<file path="src/rtl/quaternion_to_rotation_matrix_defines.svh">
// ---------------------------------------------------------------------------
// Quaternion to rotation matrix: assertion macros
// Concurrent check wrappers, compiled out when NO_ASSERTIONS is set.
// ---------------------------------------------------------------------------
`ifndef QUATERNION_TO_ROTATION_MATRIX_DEFINES_SVH
`define QUATERNION_TO_ROTATION_MATRIX_DEFINES_SVH

`ifndef NO_ASSERTIONS
// check a property on every edge outside reset
`define QRM_ASSERT(lbl, clk, rst_n, prop) \
    lbl: assert property (@(posedge clk) disable iff (!rst_n) (prop)) \
        else $error("qrm: assertion failed");
// check that a condition implies a consequence in the same cycle
`define QRM_ASSERT_IMPL(lbl, clk, rst_n, pre, post) \
    lbl: assert property (@(posedge clk) disable iff (!rst_n) (pre) |-> (post)) \
        else $error("qrm: implication failed");
`else
`define QRM_ASSERT(lbl, clk, rst_n, prop)
`define QRM_ASSERT_IMPL(lbl, clk, rst_n, pre, post)
`endif

`endif

</file>
<file path="src/rtl/qrm_pkg.sv">
// ---------------------------------------------------------------------------
// qrm_pkg
// Shared types and matrix entry indexes.
// ---------------------------------------------------------------------------
package qrm_pkg;

    localparam int NUM_ENTRIES = 9;

    // matrix entries, row-major
    localparam int E11 = 0;
    localparam int E12 = 1;
    localparam int E13 = 2;
    localparam int E21 = 3;
    localparam int E22 = 4;
    localparam int E23 = 5;
    localparam int E31 = 6;
    localparam int E32 = 7;
    localparam int E33 = 8;

    // control that travels with each pipeline stage
    typedef struct packed {
        logic valid;
        logic zero;     // squared norm is zero: force identity
    } t_ctl;

endpackage

</file>
<file path="src/rtl/qrm_round.sv">
// ---------------------------------------------------------------------------
// qrm_round
// Round to nearest, apply sign, saturate; output register.
// ---------------------------------------------------------------------------
module qrm_round #(
    parameter int W = 16,
    parameter int F = 14
) (
    input  logic                i_clk,
    input  logic                i_rst_n,
    input  logic                i_en,
    input  qrm_pkg::t_ctl       i_ctl,
    input  logic [2*W+1:0]      i_den,
    input  logic                i_neg [qrm_pkg::NUM_ENTRIES],
    input  logic [2*W+1:0]      i_rem [qrm_pkg::NUM_ENTRIES],
    input  logic [F:0]          i_quo [qrm_pkg::NUM_ENTRIES],
    output logic                o_valid,
    output logic signed [W-1:0] o_ent [qrm_pkg::NUM_ENTRIES]
);
    localparam int QW = F + 1;
    localparam int EW = ((QW > W) ? QW : W) + 1;
    localparam logic [EW-1:0] MAX_MAG = EW'((64'd1 << (W - 1)) - 64'd1);
    localparam logic [EW-1:0] MIN_MAG = EW'(64'd1 << (W - 1));

    logic          rnd [qrm_pkg::NUM_ENTRIES];
    logic [QW-1:0] q   [qrm_pkg::NUM_ENTRIES];
    logic          ng  [qrm_pkg::NUM_ENTRIES];
    logic [EW-1:0] qe  [qrm_pkg::NUM_ENTRIES];
    logic signed [W-1:0] n_ent [qrm_pkg::NUM_ENTRIES];

    logic                r_valid;
    logic signed [W-1:0] r_ent [qrm_pkg::NUM_ENTRIES];

    always_comb begin
        for (int k = 0; k < qrm_pkg::NUM_ENTRIES; k++) begin
            rnd[k] = ({i_rem[k], 1'b0} >= {1'b0, i_den});
            q[k]   = i_quo[k] + QW'(rnd[k]);
            ng[k]  = i_neg[k];
            // zero norm: identity matrix
            if (i_ctl.zero) begin
                ng[k] = 1'b0;
                if (k == qrm_pkg::E11 || k == qrm_pkg::E22 || k == qrm_pkg::E33) begin
                    q[k] = QW'(1) << F;
                end else begin
                    q[k] = '0;
                end
            end
            qe[k] = EW'(q[k]);
            if (ng[k]) begin
                n_ent[k] = (qe[k] > MIN_MAG) ? W'(MIN_MAG) : W'(-qe[k]);
            end else begin
                n_ent[k] = (qe[k] > MAX_MAG) ? W'(MAX_MAG) : W'(qe[k]);
            end
        end
    end

    always_ff @(posedge i_clk) begin
        if (!i_rst_n) begin
            r_valid <= 1'b0;
        end else if (i_en) begin
            r_valid <= i_ctl.valid;
        end
    end

    always_ff @(posedge i_clk) begin
        if (i_en) begin
            r_ent <= n_ent;
        end
    end

    assign o_valid = r_valid;
    assign o_ent   = r_ent;
endmodule

</file>
<file path="config.mk">
export PLATFORM = sky130hd
export DESIGN_NAME = qrm_round
export DESIGN_NICKNAME = d
export VERILOG_FILES = /design/src/rtl/quaternion_to_rotation_matrix_defines.svh /design/src/rtl/qrm_pkg.sv /design/src/rtl/qrm_round.sv
export SDC_FILE = /design/constraint.sdc
export NUM_CORES = 1
export LEC_CHECK = 0
export BUFFER_PORTS_ARGS = -buffer_cell sky130_fd_sc_hd__buf_2
export CAP_MARGIN = 30
export CORE_MARGIN = 2
export CORE_UTILIZATION = 30
export CTS_CLUSTER_SIZE = 24
export DETAILED_ROUTE_END_ITERATION = 7
export GPL_TIMING_DRIVEN = 0
export PLACE_DENSITY_LB_ADDON = 0.15
export SLEW_MARGIN = 20
export SYNTH_ARGS = -nofsm -noshare
export SYNTH_HDL_FRONTEND = slang
export SYNTH_SLANG_ARGS = --single-unit
</file>
<file path="constraint.sdc">
create_clock -name i_clk -period 13.3 [get_ports i_clk]
set_input_delay 1.995 -clock i_clk [delete_from_list [all_inputs] [get_ports i_clk]]
set_output_delay 1.995 -clock i_clk [all_outputs]
set_load 0.005 [all_outputs]
</file>
Yosys cells after proc, flatten, opt, wreduce, memory -nomap -nowiden
Index checks and enable logic that the tools add are counted.
Word-level totals
  register bits after elaboration: 145
  input bits: 489
  output and inout bits: 145
  word-level logic and storage cells: 73
Operators by class
  $add $sub $neg: 18
  $lt $le $gt $ge: 9
  mux-type cells: 27
Operators with widths (number)
  35-bit by 34-bit greater-or-equal comparator with 1-bit output: 9
  15-bit two-way mux: 18
  15-bit negator with 16-bit output: 9
  15-bit by 1-bit adder with 15-bit output: 9
  1-bit two-way mux: 9

Longest topological paths before layout
  word-level depth: 5
  mapped depth: 19
  mapped depth without buffers: 19

Least setup slack after synthesis
No wires, ideal clock.
  kind: input -> register
  from: input i_den[28]
  to: register r_ent (netlist bit o_ent[140]), data pin
  setup time: 260 ps
  arrival time: 5841 ps
  required time: 13040 ps
  slack: 7200 ps
  cell stages on the path: 19
  buffers on the path: 1
  cells stage by stage: inv_1 ha_1 a21o_1 a21o_1 a21o_1 a221o_1 a21o_1 a211o_1 a21o_1 ha_1 buf_1 xor2_1 nand2_1 ha_1 inv_1 a2111oi_0 nand2b_1 o21ai_1 mux2_2
RTL lines
  from (decl): line qrm_round.sv:13  | input logic [2*W+1:0] i_den,
  to (signal assigned): line qrm_round.sv:67  | r_ent <= n_ent;
  to (decl): line qrm_round.sv:32  | logic signed [W-1:0] r_ent [qrm_pkg::NUM_ENTRIES];

==> impl_results.md <==
- Outcome: finished clean
- Headroom to the max-slew limit: 0.302
- Placer Congestion: 0.908
- Unrepaired setup endpoints after global routing: false
- Post-synthesis net count: 2999
- Kind of end point of the critical path: flop
- Number of vias per cell after detailed routing: 5.35
- Number of levels in the clock H-tree: 4
- Post-synth top area cell: sky130_fd_sc_hd__edfxtp_1
- Maximum number of buffers from clock root to sink: 2
- Gate Count Post-Synth: 2186
- Vias in the first global route: 19559
- WS Path Type: in -> reg
- Sequential-to-total area share from yosys stat: 0.231
- Die W: 254 µm
- Initial DRC Count: 1069
- Overall fraction of global-route tracks in use: 0.250
- Area of the die: 64800 µm²
- Count of input and output buffers: 600
- Number of detailed-route iterations in the first pass: 5
- Detail Placement HPWL: 71200 µm
- Power density over cell area: 75.3 nW/µm²
- Core Region: 61800 µm²
- TritonCTS clock tree: built
- Count of flip-flops with a built-in enable after synthesis: 144
- Count of fill cells added during filler insertion: 6479
- Most numerous cell in the Yosys netlist: sky130_fd_sc_hd__ha_1
- Clock tree sinks: 145
- Tightest Hold Check Type: reg -> reg
- Setup Total Neg Slack: 0 ps
- Sort of element at the start of the critical path: input pin
- Synth top area share: 0.230
- Sum of routed wire length over all layers: 83800 µm
- Area of the multi-input gates: 13800 µm²
- CTS Hold Buffers Added: 0
- Post-CTS setup buffer count: 0
- Peak fanout along the critical path: 10
- Wire length of the first global-routing pass: 120000 µm
- Final period demand of the worst path: 7030 ps
- Critical path required time: 13500 ps
- Count of instances resized after the clock tree is built: 0
- Via count of the routed design: 19740
- Total CTS buffers: 17
- Die span in y: 254 µm
- Crit path DAT: 7230 ps
- # Max-Cap Violations: 0
- Final setup violating endpoints: 0
- Post-route antenna net violation count: 0
- Number of top-level pins: 634
- FF+latch area: 4340 µm²
- Flops & latches, synth: 145
- Sum of overflow across all layers after global routing: 0
- Final period utilization: 0.529
- Master cell of the clock root buffer: sky130_fd_sc_hd__clkbuf_16
- Clock latency at the later pin of the worst-skew pair: 450 ps
- Antenna violations before repair: 45
- Largest cells by area after synthesis: sky130_fd_sc_hd__edfxtp_1 23%, sky130_fd_sc_hd__ha_1 22%, sky130_fd_sc_hd__xnor2_1 6.1%
- Setup skew after layout: 0 ps
- Upper clock frequency limit: 142 MHz
- Asr flop ratio synth: 0
- Final Net Count: 3629
- Syn_area_per_cell: 8.61 µm²
- Leakage power total: 0.0109 µW
- Count of standard-cell rows: 91
- Most frequent cells after synthesis: 324 x sky130_fd_sc_hd__ha_1, 173 x sky130_fd_sc_hd__nor2_1, 144 x sky130_fd_sc_hd__edfxtp_1, 132 x sky130_fd_sc_hd__nand2_1, 132 x sky130_fd_sc_hd__xnor2_1
- Final hold slack: 511 ps
- Number of warning messages in the yosys log: 0
- Layout-stage area growth over the synthesis result: 26.3%
- Prevailing post-synth register cell: sky130_fd_sc_hd__edfxtp_1
- Worst ir drop on vdd: 0.0956 mV
- Transition time of the tightest slew-check pin: 1050 ps
- Largest net degree at the start of global routing: 89
- Slew Viols, Final: 0
- Post-detailed-route wirelength per cell: 22.7 µm
- Slack of the worst reg-to-reg path: 12720 ps
- Syn Std Cell Area: 18800 µm²
- Number of remaining DRC errors: 0
- Post-synthesis cell type count: 83
- Final number of hold-violating endpoints: 0
- Share of final-layout standard cells stronger than drive strength 1: 0.258
- Clock transition at the registers of the reported paths: 60 ps
- Initial core utilization: 0.304
## routing by layer
metal  track usage  part of all wire  vias up
li1              -                 -     9531
met1         0.275              0.38     9370
met2         0.462              0.51      665
met3        0.0555             0.072      138
met4        0.0992             0.037       36
met5             0            0.0025        -
## power by group
group / leakage, µW / total [µW] / internal (µW) / switching, µW
logic: 0.00915 / 657 / 273 / 384
clock network: 0.000321 / 559 / 351 / 208
registers: 0.00140 / 573 / 560 / 13.0
total: 0.0109 / 1790 / 1180 / 606
## metrics by stage
| stage | cell area, µm² | utilization | cells | setup slack (ps) | power [µW] |
|---|---|---|---|---|---|
| final | 23800 | 0.384 | 3692 | 6270 | 1790 |
| after global routing | 23700 | 0.384 | 3681 | 6040 | 1890 |
| after CTS | 23700 | 0.383 | 3664 | 5900 | 1800 |
| after detailed placement | 23000 | 0.372 | 3633 | 5440 | 1240 |
| after global placement | 22900 | 0.370 | 3623 | 5480 | 1220 |
| after floorplan | 18800 | - | 2186 | 7200 | 944 |
## final timing paths
path	from	end	cells past startpoint
max	i_den[22]	o_ent[140]	20
min	o_valid	o_valid	2
max reg2reg	o_valid	o_valid	2
min reg2reg	o_valid	o_valid	2
## final cells by class
class | count | area share
flip-flops and latches | 145 | 0.183
plain buffers | 86 | 0.0156
multi-input cells | 1861 | 0.579
diodes | 27 | 0.00284
inverters | 94 | 0.0148
well taps | 837 | 0.0441
repair buffers | 611 | 0.133
clock buffers | 17 | 0.0179
clock inverters | 14 | 0.00995
## logic make-up (layout without fill, tap and decap cells)
group / after synthesis / after routing / share of synthesized area
AO/OA/AOI/OAI: 558 / 558 / 0.198
other: 0 / 27 / 0
flip-flops: 145 / 145 / 0.231
AND/OR/NAND/NOR: 746 / 746 / 0.207
buffers and inverters: 180 / 822 / 0.0385
XOR/XNOR: 216 / 216 / 0.100
adder cells (fa/ha/maj): 324 / 324 / 0.215
multiplexers: 17 / 17 / 0.00930
## placed cells by master, fill, tap and decap left out, types with 9 or more instances in the layout
cell type / n
sky130_fd_sc_hd__buf_1: 13
sky130_fd_sc_hd__nand3_1: 87
sky130_fd_sc_hd__and4_1: 24
sky130_fd_sc_hd__inv_1: 93
sky130_fd_sc_hd__nand2b_1: 10
sky130_fd_sc_hd__xor2_1: 84
sky130_fd_sc_hd__o31a_1: 9
sky130_fd_sc_hd__o21a_1: 17
sky130_fd_sc_hd__clkbuf_16: 17
sky130_fd_sc_hd__a31oi_1: 36
sky130_fd_sc_hd__nor2b_1: 40
sky130_fd_sc_hd__a211oi_1: 20
sky130_fd_sc_hd__or3_1: 20
sky130_fd_sc_hd__nand4_1: 80
sky130_fd_sc_hd__nand2_1: 132
sky130_fd_sc_hd__nor4_1: 21
sky130_fd_sc_hd__o211ai_1: 13
sky130_fd_sc_hd__o31ai_1: 17
sky130_fd_sc_hd__a21oi_1: 120
sky130_fd_sc_hd__edfxtp_1: 144
sky130_fd_sc_hd__xnor2_1: 132
sky130_fd_sc_hd__mux2i_1: 13
sky130_fd_sc_hd__a311oi_1: 10
sky130_fd_sc_hd__and2_1: 30
sky130_fd_sc_hd__and3_1: 28
sky130_fd_sc_hd__nor2_1: 173
sky130_fd_sc_hd__a21o_1: 100
sky130_fd_sc_hd__clkbuf_1: 36
sky130_fd_sc_hd__or2_2: 15
sky130_fd_sc_hd__buf_2: 636
sky130_fd_sc_hd__ha_1: 324
sky130_fd_sc_hd__o21ai_0: 110
sky130_fd_sc_hd__nor3_1: 51
sky130_fd_sc_hd__a41oi_1: 12
sky130_fd_sc_hd__diode_2: 27
## flip-flops by register name, indices dropped and copies added, names as in the netlist
register	count
o_ent	144
o_valid	1
## worst max-delay path, cell delays in order
cell and delay (ps):
sky130_fd_sc_hd__buf_2 100, sky130_fd_sc_hd__inv_1 330, sky130_fd_sc_hd__ha_1 230, sky130_fd_sc_hd__nand4_1 120, sky130_fd_sc_hd__or2_2 310, sky130_fd_sc_hd__nor4_1 790
sky130_fd_sc_hd__o31ai_1 380, sky130_fd_sc_hd__o211ai_1 240, sky130_fd_sc_hd__a21o_1 330, sky130_fd_sc_hd__ha_1 270, sky130_fd_sc_hd__buf_1 400, sky130_fd_sc_hd__xor2_1 120
sky130_fd_sc_hd__nand2_1 120, sky130_fd_sc_hd__ha_1 200, sky130_fd_sc_hd__inv_1 60, sky130_fd_sc_hd__a2111oi_0 370, sky130_fd_sc_hd__dlymetal6s2s_1 230, sky130_fd_sc_hd__nand2b_1 120
sky130_fd_sc_hd__o21ai_1 160, sky130_fd_sc_hd__mux2_2 340
Note: power is estimated with default switching activity, not from simulation.
