[src/rtl/quaternion_to_rotation_matrix_defines.svh]
// ---------------------------------------------------------------------------
// Quaternion to rotation matrix: assertion macros
// Concurrent check wrappers, compiled out when NO_ASSERTIONS is set.
// ---------------------------------------------------------------------------
`ifndef QUATERNION_TO_ROTATION_MATRIX_DEFINES_SVH
`define QUATERNION_TO_ROTATION_MATRIX_DEFINES_SVH

`ifndef NO_ASSERTIONS
// check a property on every edge outside reset
`define QRM_ASSERT(lbl, clk, rst_n, prop) \
    lbl: assert property (@(posedge clk) disable iff (!rst_n) (prop)) \
        else $error("qrm: assertion failed");
// check that a condition implies a consequence in the same cycle
`define QRM_ASSERT_IMPL(lbl, clk, rst_n, pre, post) \
    lbl: assert property (@(posedge clk) disable iff (!rst_n) (pre) |-> (post)) \
        else $error("qrm: implication failed");
`else
`define QRM_ASSERT(lbl, clk, rst_n, prop)
`define QRM_ASSERT_IMPL(lbl, clk, rst_n, pre, post)
`endif

`endif

[src/rtl/qrm_pkg.sv]
// ---------------------------------------------------------------------------
// qrm_pkg
// Shared types and matrix entry indexes.
// ---------------------------------------------------------------------------
package qrm_pkg;

    localparam int NUM_ENTRIES = 9;

    // matrix entries, row-major
    localparam int E11 = 0;
    localparam int E12 = 1;
    localparam int E13 = 2;
    localparam int E21 = 3;
    localparam int E22 = 4;
    localparam int E23 = 5;
    localparam int E31 = 6;
    localparam int E32 = 7;
    localparam int E33 = 8;

    // control that travels with each pipeline stage
    typedef struct packed {
        logic valid;
        logic zero;     // squared norm is zero: force identity
    } t_ctl;

endpackage

[src/rtl/qrm_div_step.sv]
// ---------------------------------------------------------------------------
// qrm_div_step
// One restoring division step for all nine entries, registered.
// ---------------------------------------------------------------------------
module qrm_div_step #(
    parameter int W     = 16,
    parameter int F     = 14,
    parameter bit FIRST = 1'b0
) (
    input  logic             i_clk,
    input  logic             i_rst_n,
    input  logic             i_en,
    input  qrm_pkg::t_ctl    i_ctl,
    input  logic [2*W+1:0]   i_den,
    input  logic             i_neg [qrm_pkg::NUM_ENTRIES],
    input  logic [2*W+1:0]   i_rem [qrm_pkg::NUM_ENTRIES],
    input  logic [F:0]       i_quo [qrm_pkg::NUM_ENTRIES],
    output qrm_pkg::t_ctl    o_ctl,
    output logic [2*W+1:0]   o_den,
    output logic             o_neg [qrm_pkg::NUM_ENTRIES],
    output logic [2*W+1:0]   o_rem [qrm_pkg::NUM_ENTRIES],
    output logic [F:0]       o_quo [qrm_pkg::NUM_ENTRIES]
);
    localparam int NW = 2 * W + 2;
    localparam int QW = F + 1;

    logic [NW-1:0] sh    [qrm_pkg::NUM_ENTRIES];
    logic          ge    [qrm_pkg::NUM_ENTRIES];
    logic [NW-1:0] n_rem [qrm_pkg::NUM_ENTRIES];
    logic [QW-1:0] n_quo [qrm_pkg::NUM_ENTRIES];

    qrm_pkg::t_ctl r_ctl;
    logic [NW-1:0] r_den;
    logic          r_neg [qrm_pkg::NUM_ENTRIES];
    logic [NW-1:0] r_rem [qrm_pkg::NUM_ENTRIES];
    logic [QW-1:0] r_quo [qrm_pkg::NUM_ENTRIES];

    // shift in the next numerator bit position, subtract when it fits
    always_comb begin
        for (int k = 0; k < qrm_pkg::NUM_ENTRIES; k++) begin
            sh[k]    = FIRST ? i_rem[k] : {i_rem[k][NW-2:0], 1'b0};
            ge[k]    = (sh[k] >= i_den);
            n_rem[k] = ge[k] ? sh[k] - i_den : sh[k];
            n_quo[k] = {i_quo[k][QW-2:0], ge[k]};
        end
    end

    always_ff @(posedge i_clk) begin
        if (!i_rst_n) begin
            r_ctl.valid <= 1'b0;
        end else if (i_en) begin
            r_ctl.valid <= i_ctl.valid;
        end
    end

    always_ff @(posedge i_clk) begin
        if (i_en) begin
            r_ctl.zero <= i_ctl.zero;
            r_den      <= i_den;
            r_neg      <= i_neg;
            r_rem      <= n_rem;
            r_quo      <= n_quo;
        end
    end

    assign o_ctl = r_ctl;
    assign o_den = r_den;
    assign o_neg = r_neg;
    assign o_rem = r_rem;
    assign o_quo = r_quo;
endmodule

[config.mk]
export PLATFORM = sky130hd
export DESIGN_NAME = qrm_div_step
export DESIGN_NICKNAME = d
export VERILOG_FILES = /design/src/rtl/quaternion_to_rotation_matrix_defines.svh /design/src/rtl/qrm_pkg.sv /design/src/rtl/qrm_div_step.sv
export SDC_FILE = /design/constraint.sdc
export NUM_CORES = 1
export LEC_CHECK = 0
export ABC_AREA = 1
export BUFFER_PORTS_ARGS = -buffer_cell sky130_fd_sc_hd__buf_2
export CAP_MARGIN = 0
export CORE_AREA = 2 2 375 377
export DETAILED_ROUTE_END_ITERATION = 16
export DIE_AREA = 0 0 377 379
export SYNTH_ARGS = -nofsm -noshare
export SYNTH_HDL_FRONTEND = slang
export SYNTH_SLANG_ARGS = --single-unit
export TNS_END_PERCENT = 100
[constraint.sdc]
create_clock -name i_clk -period 4 [get_ports i_clk]
set_clock_uncertainty 0.05 [all_clocks]
set_input_delay 0.8 -clock i_clk [delete_from_list [all_inputs] [get_ports i_clk]]
set_output_delay 0.8 -clock i_clk [all_outputs]
set_load 0.01 [all_outputs]
# Yosys cells after proc, flatten, opt, wreduce, memory -nomap -nowiden

Index checks and enable logic that the tools add are counted.

Flip-flop bits (word level): 486
Bits of input ports: 489
Output and inout bits: 486
Logic and storage cells: 66

Add/subtract/negate cells: 9
Order comparisons: 9
Mux-type cells: 9

Operator list:

| operator       | count |
|---|---|
| $ge 34x34->1   | 9 |
| $mux 34        | 9 |
| $sub 34x34->34 | 9 |

# Longest topological paths before layout

Gate-level depths: netlist of the first run.

Word-level depth: 2
Depth in mapped cells: 16
Mapped depth without buffers: 15

# Worst setup path after synthesis of the first run

No wires, ideal clock.

Path kind: input -> register
Start point: input port i_den[0]
End point: register r_rem (netlist bit o_rem[30]) (data pin)
Library setup time: 0.253 ns
Data arrival time: 2.693 ns
Data required time: 3.697 ns
Path slack: 1.004 ns
Stages: 13
Path buffers: 3
Cells stage by stage: inv_2 > buf_1 > clkbuf_1 > ha_1 > nor3b_1 > nand3_1 > nor2_1 > nor2_1 > nand2_4 > inv_4 > buf_6 > nand2_1 > nand2_1

RTL lines:

| item                   | RTL line           | source |
|---|---|---|
| start: declaration     | qrm_div_step.sv:14 | `input logic [2*W+1:0] i_den,` |
| end signal: assignment | qrm_div_step.sv:61 | `r_rem <= n_rem;` |
| end: declaration       | qrm_div_step.sv:35 | `logic [NW-1:0] r_rem [qrm_pkg::NUM_ENTRIES];` |

# Final worst setup path of the first run

Start point: input port i_den[2]
End point: register r_rem (netlist bit o_rem[68]) (data pin)

Longest elaborated chain between the ends: 1

RTL lines:

| item         | RTL line           | source |
|---|---|---|
| $ge 34x34->1 | qrm_div_step.sv:42 | `ge[k] = (sh[k] >= i_den);` |

No other way between the ends.
A chain may end at the register's enable or synchronous reset.

==> reports/metrics.yaml, run 1 <==
synth:
  synth_top_family_by_area: "simple AND/OR/NAND/NOR gates"
  syn_inst: 5872
  synthesis.nets: 6676
  synth-xor-area-share: 0.03302
  yosys-top-cells-count: "nand2_1, inv_1, edfxtp_1"
  netlist.area_leader.share: 0.3588
  synth_adder_area_share: 0.09877
  ys_seq_elements: 486
  yosys-top-cells-area: "edfxtp_1, nand2_1, ha_1"
  muxShareOfSynthArea: 0
  yosysMostFrequentCell: "nand2_1"
  synth_edf_count: 485
  netlist_area_mm2: 0.04059
  synth.distinct_cells: 39
  ys_seq_area_frac: 0.3593
  syn_avg_cell_area_um2: 6.912
  synth_simple_gate_area_frac: 0.3578
  synth_compound_area_frac: 0.05586
  netlist.top_cell.by_area: "edfxtp_1"
  synth_ff_type: "edfxtp_1"
  yosys_warnings: 0
  ys_async_sr_fraction: 0
floorplanning:
  num_rows: 137
  core_mm2: 0.1388
  die_w_um: 377
  io_pins: 975
  start_util: 0.2923
  die_h_um: 379
  dieArea_mm2: 0.1429
critical_path:
  crit_arrival_ps: 3450
  r2r-start: "o_ctl[1]"
  crit_path_end_kind: "register"
  reg2regPathDepth: 2
  critPathRequiredTime_ps: 4350
  path_max_fanout: 33
  r2r_slack_ps: 3300
  critPathSlowestCell: "inv_2"
  path_cells: "buf_2 > inv_1 > buf_4 > ha_1 > nand2_1 > nor2_1 > nand3_1 > nand3_1 > nand2_1 > nand3_2 > nand2_2 > nand2_4 > inv_2 > nor2_1"
  cp-start-kind: "primary input"
  setup.worst_path.class: "in -> reg"
  max_stage_delay_ps: 490
  worstReg2RegEnd: "o_ctl[1]"
outcome:
  status: "complete, no violations"
power_and_ir_drop:
  switching_share: 0.3768
  p_int_uw: 11530
  p_switching_uw: 6975
  p_clk_frac: 0.299
  ir_drop_v: 0.0003353
  leakagePower_uw: 0.02659
  powerDensity_mw_per_mm2: 368.4
  pwr-share-seq: 0.361
  comb_power_share: 0.341
clock_network:
  cts_setup_buffers: 0
  cts_root_buf: "clkbuf_16"
  ctsHoldBuffers: 0
  clk_pin_slew_ps: 60
  cts_sinks: 486
  cts_tree: "done"
  insertion_delay_ps: 660
  htree_levels: 2
  cts_buffers: 60
  post_cts_resized: 0
  cts_buffer_depth: 3
layout:
  fillers: 14990
  fin_nets: 7718
  instances_no_fill: 8783
  final_area_mm2: 0.05024
  multi_input_area_mm2: 0.02214
  seqCellArea_mm2: 0.01458
  areaGrowthSynthToFinish_pct: 23.79
  drive_gt1_frac: 0.1749
flow_run:
  cap_viol_max_count: 0
timing:
  rsz0062_at_grt: "false"
  hold_slack_ps: 252.3
  timing.setup.tns_ps: 0
  setup_violations: 0
  finalCriticalPeriod_ps: 3101
  slew_headroom: 0.5578
  slew_viol_final: 0
  max_freq_mhz: 322.5
  fin_crit_sh: 0.7752
  tightest_slew_ps: 662.3
  hold_violations: 0
grt:
  grt_pass1_vias: 40190
  antenna_found_initial: 63
  grt_pass1_wl_um: 273700
  grt_max_degree: 87
  grt_overflow_total: 0
  grt_usage: 0.2651
detailed_routing:
  dr.pass1.iters: 6
  via_per_inst: 4.836
  wl_per_cell_um: 22.59
  drc: 0
  drt_first_iter_violations: 3615
  wl_um: 198400
  ant_nets: 0
  vias: 42470
place:
  hpwl_um: 159600
  placed_cell_area_mm2: 0.04825
  place_congestion: 0.9858
  place_inst: 8659
  io_buffers: 956
min_path:
  min_delay_path_depth: 1
  hp-class: "in -> reg"
  worstHoldStart: "i_quo[55]"
  worstHoldEndpoint: "o_quo[56]"
[sequential cells by signal (all words and copies together), names as in the netlist]
| name | flops |
|---|---|
| o_ctl | 2 |
| o_neg | 9 |
| o_quo | 135 |
| o_rem | 306 |
| o_den | 34 |
[power by group through the flow]
stage | logic (uW) | clock network, uW | registers, uW
after floorplan | 3300 | 0 | 7000
after global placement | 6260 | 0 | 6790
after detailed placement | 6270 | 0 | 6770
after CTS | 6300 | 5670 | 6690
after global routing | 6930 | 5810 | 6720
final | 6310 | 5530 | 6680
[routing by layer]
layer,global-route usage,share of wire
met5,0,0.0012
met2,0.4406,0.46
met3,0.05111,0.075
met4,0.1257,0.054
met1,0.3293,0.41
[final cells by class]
cell class,instances,share of cell area
antenna,13,0.0006475
clock buffer,68,0.03091
clock inverter,43,0.008094
inverter,881,0.06612
multi-input combinational,4449,0.4406
sequential,486,0.2903
tap,1807,0.04500
timing repair buffer,1036,0.1183
[worst max-delay path: cells and delay by family]
kind,cells,cell delay [ps]
buffers and inverters,4,1090
adder cells (fa/ha/maj),1,390
AND/OR/NAND/NOR,9,1130
[worst max-delay path by stage]
stage	startpoint	slack, ps	to	cells past startpoint
floorplan	i_den[0]	1000	o_rem[30]	13
detailed placement	i_den[7]	220	o_rem[68]	14
global placement	i_den[7]	250	o_rem[68]	14
global route	i_den[7]	730	o_rem[97]	15
finish	i_den[2]	900	o_rem[68]	14
CTS	i_den[7]	950	o_rem[68]	14
[per-stage QoR]
step | utilization | total power [uW] | worst slack [ps]
global placement | 0.3475 | 13050 | 247.0
finish | 0.3618 | 18510 | 899.3
detailed placement | 0.3475 | 13040 | 224.0
CTS | 0.3616 | 18650 | 951.7
floorplan | - | 10300 | 1004
global route | 0.3617 | 19460 | 734.3
[placed cells by master, fill, tap and decap left out, types with 4 or more instances in the layout]
cell type and n:
nor2_1 466, nand3_1 328, clkbuf_1 7, nor4_1 11, o21bai_1 21, buf_12 44
fa_1 9, a21oi_1 261, edfxtp_1 485, xnor2_1 32, diode_2 13, nand3_2 6
inv_2 12, o21a_1 7, xor2_1 121, buf_2 955, inv_4 4, ha_1 306
nand2_2 20, nand3b_1 59, buf_4 36, nor3b_1 7, inv_6 7, a21oi_2 4
nand4_1 70, clkinv_2 8, nand2_1 2494, nor2_2 27, nand2_4 9, clkinv_4 6
clkinv_1 22, inv_1 851, bufinv_16 4, nor3_1 38, o21ai_0 116, a21o_1 11
clkinvlp_4 6, and2_1 14, clkbuf_16 61
[cell families after synthesis]
group	count (synthesis)
buffers and inverters	937
adders and majority gates	315
xor gates and xnor gates	153
and+or+nand+nor	3553
DFF	486
AOI/OAI and AO/OA	428
(Power assumes the default switching activity.)
==> run 2, diff against run 1 <==
clock period = 2.55 ns   (was 4 ns; I/O delays follow)
==> reports/metrics.yaml, run 2 (synthesis gave the netlist of run 1 again) <==
detailed_routing:
  vias: 47450  # +12%
  drt_first_iter_violations: 3393  # -6.1%
  via_per_inst: 4.660  # -3.6%
  wl_um: 212600  # +7.2%
  ant_nets: 0  # unchanged
  dr.pass1.iters: 6  # unchanged
  drc: 0  # unchanged
  wl_per_cell_um: 20.88  # -7.6%
layout:
  finish.utilization: 0.4442  # +0.08231
  largest_reg_flops: 306  # unchanged
  mostFrequentLayoutCell: "nand2_1"
  areaGrowthSynthToFinish_pct: 51.95
  fin_nets: 9110  # +18%
  final_area_mm2: 0.06167  # +23%
  drive_gt1_frac: 0.2942  # +0.1193
  final_cell_mix: "nand2_1, buf_4, buf_2, inv_1, edfxtp_1"
timing:
  tightest_slew_ps: 543.9  # -118.4 ps
  hold_slack_ps: 40.71  # -211.6 ps
  timing.setup.tns_ps: 0  # unchanged
  fin_crit_sh: 0.9511
  finalCriticalPeriod_ps: 2425
  setup_violations: 0  # unchanged
  hold_violations: 0  # unchanged
  slew_headroom: 0.6336  # +0.07578
  rsz0062_at_grt: "false"
  max_freq_mhz: 412.3
  slew_viol_final: 0  # unchanged
floorplanning:
  start_util: 0.2923  # unchanged
  num_rows: 137  # unchanged
  die_w_um: 377  # unchanged
  io_pins: 975  # unchanged
  die_h_um: 379  # unchanged
  dieArea_mm2: 0.1429  # unchanged
  core_mm2: 0.1388  # unchanged
power_and_ir_drop:
  powerDensity_mw_per_mm2: 523.7  # +42%
  ir_drop_v: 0.0005279  # +57%
  leakagePower_uw: 0.03343  # +26%
grt:
  grt_pass1_vias: 45770  # +14%
  antenna_found_initial: 64  # +1.6%
  grt_overflow_total: 0  # unchanged
  grt_usage: 0.2855  # +0.02045
  grt_pass1_wl_um: 296100  # +8.2%
  grt_max_degree: 76  # -13%
place:
  place_congestion: 1.009  # +2.3%
  placed_cell_area_mm2: 0.05794  # +20%
  io_buffers: 956  # unchanged
  hpwl_um: 176400  # +11%
clock_network:
  cts_sinks: 486  # unchanged
  htree_levels: 2  # unchanged
  cts_buffer_depth: 3  # unchanged
  cts_tree: "done"
  clk_pin_slew_ps: 60  # about the same
  cts_buffers: 59  # -1.7%
  cts_root_buf: "clkbuf_16"
  insertion_delay_ps: 690  # +30 ps
min_path:
  hp-class: "in -> reg"
critical_path:
  setup.worst_path.class: "in -> reg"
  critPathRequiredTime_ps: 2920  # -1430 ps
  path_max_fanout: 5  # -85%
  cp-start-kind: "primary input"
  crit_path_end_kind: "register"
  crit_arrival_ps: 2800  # -650 ps
flow_run:
  cap_viol_max_count: 0  # unchanged
outcome:
  status: "complete, no violations"
run 2: area by class of cell:
type / instances / area, um2
Fill cell: 14240 / 77180
Tap cell: 1807 / 2261
Inverter: 881 / 3322
Clock inverter: 48 / 579.3
Antenna cell: 18 / 45.04
Sequential cell: 486 / 14580
Clock buffer: 64 / 1495
Timing Repair Buffer: 2429 / 17240
Multi-Input combinational cell: 4449 / 22140
run 2: path summary, 6_finish.rpt:
kind                            depth (start not counted)       from         end  slack [ps]
worst max-delay path                                   15   i_den[0]  o_rem[232]         120
worst min-delay path                                    1  i_den[26]   o_den[26]          40
worst max register to register                          3   o_ctl[1]    o_ctl[1]        1270
worst min register to register                          3   o_ctl[1]    o_ctl[1]        1090
run 2: metal layers:
layer  global-route usage  vias up  part of all wire
li1                     -    23620                 -
met1               0.3529    21720              0.41
met2               0.4821     1696              0.46
met3              0.04603      372             0.072
met4               0.1392       38             0.057
met5                    0        -            0.0012
run 2: stage by stage:
stage	worst slack [ps]	cells	total power (uW)
finish	124.7	10180	32300
global route	25.38	10170	33980
CTS	195.2	10160	32520
detailed placement	-525.3	9892	23040
global placement	-551.2	9892	23000
floorplan	65.57	5872	16150
run 2: power breakdown:
part / internal, uW / leakage (uW) / total [uW] / switching, uW
logic: 5440 / 0.0277 / 12600 / 7190
clock network: 5300 / 0.00100 / 9130 / 3830
registers: 10000 / 0.00474 / 10500 / 490
run 2: worst max-delay path: stages:
cell and delay (ps):
buf_2 240, buf_4 260, fa_1 460, inv_1 120, nand3_1 80, nand3_1 180
nand2_1 80, nand2_1 120, nand2_1 60, nand2_1 120, nand2_1 170, nand2_1 110
nand2_1 50, nand3_1 140, nand2_1 70
run 2: timing repair:
action / in CTS / in global routing
gates resized for setup: 0 / 1
setup buffers: 0 / 0
setup endpoints to repair: 0 / 21
hold buffers: 160 / 0
endpoints found under the hold margin: 159 / 0
